[src/design/rs15_pkg.sv]
// Package for the RS(15,3) GF(16) encoder: codeword type, field constants,
// root list and the GF(16) multiply function. No dependencies.
`timescale 1ns / 1ps
`default_nettype none

package rs15_pkg;

    localparam int CW_LEN  = 15;
    localparam int N_ROOTS = 12;
    localparam int SYM_W   = 4;
    localparam int IDX_W   = 4;
    localparam int ID_W    = 12;

    localparam logic [SYM_W:0] GF_POLY = 5'h19;

    localparam logic [IDX_W-1:0] LAST_IDX = 4'(CW_LEN - 1);

    localparam logic [SYM_W-1:0] ROOTS [N_ROOTS] = '{
        4'd2, 4'd4, 4'd8, 4'd9, 4'd11, 4'd15, 4'd7, 4'd14, 4'd5, 4'd10, 4'd13, 4'd3
    };

    typedef logic [CW_LEN-1:0][SYM_W-1:0] t_cw;

    function automatic logic [SYM_W-1:0] gf16_mul(input logic [SYM_W-1:0] a,
                                                  input logic [SYM_W-1:0] b);
        logic [SYM_W:0]   x;
        logic [SYM_W-1:0] acc;
        x   = {1'b0, a};
        acc = '0;
        for (int k = 0; k < SYM_W; k++) begin
            if (b[k]) begin
                acc = acc ^ x[SYM_W-1:0];
            end
            x = {x[SYM_W-1:0], 1'b0};
            if (x[SYM_W]) begin
                x = x ^ GF_POLY;
            end
        end
        return acc;
    endfunction

endpackage

`default_nettype wire

[src/design/rs15_pipe.sv]
// Twelve-stage pipeline that multiplies the message polynomial by one
// factor (x + c) per stage. Depends on rs15_pkg.
`timescale 1ns / 1ps
`default_nettype none

module rs15_pipe (
    input  wire              i_clk,
    input  wire              i_rst_n,
    input  wire              i_valid,
    output logic             o_ready,
    input  rs15_pkg::t_cw    i_cw,
    output logic             o_valid,
    input  wire              i_ready,
    output rs15_pkg::t_cw    o_cw
);

    logic [rs15_pkg::N_ROOTS-1:0] r_v;
    rs15_pkg::t_cw                r_cw [rs15_pkg::N_ROOTS];
    rs15_pkg::t_cw                n_cw [rs15_pkg::N_ROOTS];
    logic [rs15_pkg::N_ROOTS:0]   w_rdy;

    assign w_rdy[rs15_pkg::N_ROOTS] = i_ready;

    genvar k;
    generate
        for (k = 0; k < rs15_pkg::N_ROOTS; k++) begin : g_stage
            rs15_pkg::t_cw w_in;
            logic          w_vin;

            if (k == 0) begin : g_first
                assign w_in  = i_cw;
                assign w_vin = i_valid;
            end else begin : g_next
                assign w_in  = r_cw[k-1];
                assign w_vin = r_v[k-1];
            end

            assign w_rdy[k] = !r_v[k] || w_rdy[k+1];

            always_comb begin
                n_cw[k][0] = rs15_pkg::gf16_mul(w_in[0], rs15_pkg::ROOTS[k]);
                for (int j = 1; j < rs15_pkg::CW_LEN; j++) begin
                    n_cw[k][j] = w_in[j-1] ^ rs15_pkg::gf16_mul(w_in[j], rs15_pkg::ROOTS[k]);
                end
            end

            always_ff @(posedge i_clk) begin
                if (!i_rst_n) begin
                    r_v[k] <= 1'b0;
                end else if (w_rdy[k]) begin
                    r_v[k] <= w_vin;
                end
            end

            always_ff @(posedge i_clk) begin
                if (w_rdy[k] && w_vin) begin
                    r_cw[k] <= n_cw[k];
                end
            end
        end
    endgenerate

    assign o_ready = w_rdy[0];
    assign o_valid = r_v[rs15_pkg::N_ROOTS-1];
    assign o_cw    = r_cw[rs15_pkg::N_ROOTS-1];

endmodule

`default_nettype wire

[src/design/rs15_3_gf16_encoder_top.sv]
// Top level of the RS(15,3) GF(16) encoder: the root pipeline followed by a
// codeword register that sends one symbol per transaction. Depends on rs15_pkg
// and rs15_pipe.
//
// Channel   Direction  Payload
// s_axis    in         tdata[11:0] id_code, tdata[15:12] unused
// m_axis    out        tdata[3:0] symbol, tdata[7:4] symbol_index, tlast last
//
// A codeword leaves the twelve-stage root pipeline into the codeword register
// and then takes 15 output transactions, one per cycle while m_axis is ready.
// The serializer limits the sustained rate to one identifier per codeword;
// up to twelve further identifiers are accepted into the pipeline meanwhile.
// Reset clears all valid bits. A stall on m_axis backs up through the
// pipeline stage by stage without losing or repeating a transaction.
`timescale 1ns / 1ps
`default_nettype none

module rs15_3_gf16_encoder_top (
    input  wire         i_clk,
    input  wire         i_rst_n,
    input  wire         i_s_axis_tvalid,
    output logic        o_s_axis_tready,
    input  wire  [15:0] i_s_axis_tdata,   // [11:0] id_code, [15:12] unused
    output logic        o_m_axis_tvalid,
    input  wire         i_m_axis_tready,
    output logic [7:0]  o_m_axis_tdata,   // [3:0] symbol, [7:4] symbol_index
    output logic        o_m_axis_tlast
);

    rs15_pkg::t_cw                  w_in_cw;
    rs15_pkg::t_cw                  w_pipe_cw;
    logic                           w_pipe_valid;
    logic                           w_load_ok;
    logic                           w_out_fire;
    logic                           w_is_last;

    rs15_pkg::t_cw                  r_cw;
    logic [rs15_pkg::IDX_W-1:0]     r_idx;
    logic                           r_full;

    always_comb begin
        w_in_cw    = '0;
        w_in_cw[0] = i_s_axis_tdata[11:8];
        w_in_cw[1] = i_s_axis_tdata[7:4];
        w_in_cw[2] = i_s_axis_tdata[3:0];
    end

    rs15_pipe u_pipe (
        .i_clk   (i_clk),
        .i_rst_n (i_rst_n),
        .i_valid (i_s_axis_tvalid),
        .o_ready (o_s_axis_tready),
        .i_cw    (w_in_cw),
        .o_valid (w_pipe_valid),
        .i_ready (w_load_ok),
        .o_cw    (w_pipe_cw)
    );

    assign w_is_last  = (r_idx == rs15_pkg::LAST_IDX);
    assign w_out_fire = r_full && i_m_axis_tready;
    assign w_load_ok  = !r_full || (i_m_axis_tready && w_is_last);

    always_ff @(posedge i_clk) begin
        if (!i_rst_n) begin
            r_full <= 1'b0;
            r_idx  <= '0;
        end else if (w_load_ok && w_pipe_valid) begin
            r_full <= 1'b1;
            r_idx  <= '0;
        end else if (w_out_fire) begin
            if (w_is_last) begin
                r_full <= 1'b0;
            end else begin
                r_idx <= r_idx + 1'b1;
            end
        end
    end

    always_ff @(posedge i_clk) begin
        if (w_load_ok && w_pipe_valid) begin
            r_cw <= w_pipe_cw;
        end
    end

    assign o_m_axis_tvalid = r_full;
    assign o_m_axis_tdata  = {r_idx, r_cw[r_idx]};
    assign o_m_axis_tlast  = w_is_last;

endmodule

`default_nettype wire

[config.mk]
export PLATFORM = sky130hd
export DESIGN_NAME = rs15_3_gf16_encoder_top
export DESIGN_NICKNAME = d
export VERILOG_FILES = /design/src/design/rs15_pkg.sv /design/src/design/rs15_pipe.sv /design/src/design/rs15_3_gf16_encoder_top.sv
export SDC_FILE = /design/constraint.sdc
export NUM_CORES = 1
export LEC_CHECK = 0
export BUFFER_PORTS_ARGS = -buffer_cell sky130_fd_sc_hd__buf_2
export CORE_UTILIZATION = 35
export DETAILED_ROUTE_END_ITERATION = 8
export HOLD_SLACK_MARGIN = 0.02
export PLACE_DENSITY = 0.49
export SYNTH_ARGS = -nofsm -noshare
export SYNTH_HDL_FRONTEND = slang
export SYNTH_SLANG_ARGS = --single-unit
[constraint.sdc]
create_clock -name i_clk -period 14 [get_ports i_clk]
set_clock_uncertainty 0.2 [all_clocks]
set_input_delay 1.4 -clock i_clk [delete_from_list [all_inputs] [get_ports i_clk]]
set_output_delay 1.4 -clock i_clk [all_outputs]
set_load 0.03 [all_outputs]
==> qor.txt <==
Die width: 263 um
Area contributors post-synth: edfxtp_1 (65%), xnor2_1 (23%), xor2_1 (6.4%)
Antenna violations before repair: 0
Clk pwr share: 43.2%
Fin Setup TNS: 0 ns
Critical path buffers and inverters: 3
Post-Layout Inst Area: 0.0268 mm2
WL per Instance: 12.6 um
Clock insertion delay at the later pin of the skew report: 0.61 ns
Core area: 0.0673 mm2
I/O Buffers: 26
Post-Syn Nets: 1483
Delay-heaviest family, CP: simple AND/OR/NAND/NOR gates
Sequential fraction of design power: 54.5%
Top FF cell, synth: edfxtp_1
CP endpoint kind: output port
Post-synth EDFFs: 516
Initial Util: 35.4%
Yosys cell types: 39
Hold Vio Cnt, Final: 0
CTS tree: built
Detail Placement HPWL: 23100 um
Final Max Slew Viols: 0
Number of DRC markers in iteration 0: 262
Clock-pin slew on the worst setup and hold paths: 0.06 ns
CTS Buffer Depth: 3
Int Pwr: 0.00263 W
Total number of vias: 9954
Largest net degree at the start of global routing: 61
Number of diodes: 0
Max Clock Freq: 207 MHz
Non-Filler Instances: 2451
Overall routed net length: 30800 um
Psw: 0.000628 W
LEAKAGE: 8.15 nW
Slowest-stage cell, CP: dfxtp_1
DRC violations left: 0
Pwr Density: 121 mW/mm2
First-pass GRT wire length: 50900 um
Commonest non-fill, non-tap cell in the layout: xnor2_1
Share of layout cells above drive strength 1: 8.75%
Synthesized instance count: 1461
Total track usage: 9.08%
Vias in the first global route: 10620
H-tree level count: 2
Cell Area, Placed: 0.0251 mm2
Cell Area, Synth: 0.0238 mm2
Startpoint types: flop
Comb power frac: 2.3%
RSZ-0062 raised after global routing: false
CP Cell Sequence: inv_1 > ha_1 > and4_4 > nor4_4 > and3_1 > inv_1 > buf_2
Total Power: 0.00326 W
Worst slew pin tran: 1.11 ns
Critical Path RT: 12.40 ns
CP max stage delay: 0.89 ns
CP max FO: 19
Yosys top cell area share: 65.1%
Asr flop ratio synth: 0%
Root Driver: clkbuf_16
Cts hold-fix bufs: 0
Row cnt: 95
CTS Sinks: 533
Antenna-violating nets left: 0
Critical path type: flop to output port
Most Frequent Cell on Critical Path: inv_1
Grt total ovfl: 0
Final Cycle Share: 34.4%
Final setup margin: 9.18 ns
WP data arrival: 3.22 ns
Maximum VDD drop: 0.0811 mV
Min Tclk post-route: 4.82 ns
Die Span Y: 263 um
Switching share of power: 19.3%
Fin nets: 1558
Drt pass-1 iters: 4
Max Cap Violations: 0
Post-synthesis sequential area ratio: 66.5%
Die area: 0.0690 mm2
Status: finished clean
Area growth syn-to-layout: 12.8%
Rel. slew slack: 26.1%
Vias/cell: 4.06
Pre-CTS WS: 9.54 ns
Routability Congestion: 0.737
Fillers: 6265
Hold Path Class: flop to flop
Leading area contributor after synthesis: edfxtp_1
Most frequent cells in the layout: xnor2_1 (619), edfxtp_1 (516), xor2_1 (174), clkbuf_16 (58), buf_2 (26)
Gates resized, CTS repair: 0
DP Cell Count: 2349
I/O Pins: 31
Yosys reg bits: 533
CTS buffer count: 58
Synth Area per Inst: 16.3 um2
Synth Warn #: 0
Final setup fails: 0
Post-CTS Setup Inserts: 0
## kinds of logic after synthesis
kind of cell	synth area share (%)
AO/OA/AOI/OAI	1.05
XOR/XNOR	29.2
adder cells (fa/ha/maj)	0.105
buffers and inverters	0.494
flip-flops	66.5
multiplexers	1.31
AND/OR/NAND/NOR	1.31
## sequential cells by signal (all words and copies together), names as in the netlist
signal	flops
o_m_axis_tvalid	1
r_cw	60
r_idx	4
u_pipe.g_stage.w_vin	11
u_pipe.o_valid	1
u_pipe.r_cw	456
## through the flow
step,hold slack (ns),utilization [%]
after detailed placement,0.205,37.3
final,0.210,39.9
after global routing,0.220,39.9
after CTS,0.217,39.9
after floorplan,0.200,-
after global placement,0.204,37.3
## synth_stat cells, drive strengths merged, types with 2 or more instances
cell type	number
o22ai	4
inv	5
o21a	9
and3	4
buf	6
xor2	174
nor3	2
mux4	8
ha	2
dfxtp	17
nor2b	13
o21ai	7
and2	2
a21oi	10
a211oi	5
nor2	8
xnor2	619
nand2	4
nand3b	4
nand4	5
nand3	2
edfxtp	516
a21boi	4
mux2i	12
clkbuf	14
## final cells by class
class / count / area, um2 / area share [%]
Clock buffer: 70 / 1500 / 5.57
Clock inverter: 32 / 288 / 1.07
Inverter: 5 / 18.8 / 0.0699
Multi-Input combinational cell: 903 / 7920 / 29.5
Sequential cell: 533 / 15800 / 59.0
Tap cell: 873 / 1090 / 4.07
Timing Repair Buffer: 35 / 198 / 0.736
## worst register-to-register path: stages (launching register included)
cell and delay [ns]:
dfxtp_1 0.89, inv_1 0.11, ha_1 0.26, and4_4 0.23, nor3_1 0.49, and3_1 0.39, a21boi_4 0.30
## power by group through the flow
stage | combinational [W] | clock (W) | sequential (W)
floorplan | 0.0000660 | 0 | 0.00180
global placement | 0.0000769 | 0 | 0.00181
detailed placement | 0.0000780 | 0 | 0.00181
CTS | 0.0000781 | 0.00147 | 0.00177
global route | 0.0000856 | 0.00152 | 0.00178
finish | 0.0000764 | 0.00141 | 0.00177
## layer usage
layer | wire, um | GRT usage [%]
met2 | 17700 | 18.5
met1 | 11000 | 8.43
met4 | 964 | 3.67
met5 | 0 | 0
met3 | 1180 | 2.23
## path summary, 6_finish.rpt
check,from,endpoint,slack (ns),cells after the start
max,r_idx[0],o_s_axis_tready,9.18,7
min,u_pipe.r_cw[11][16],r_cw[16],0.21,0
max reg2reg,r_idx[0],u_pipe.r_cw[5][2],10.75,6
min reg2reg,u_pipe.r_cw[11][16],r_cw[16],0.21,0
(Power assumes the default switching activity.)
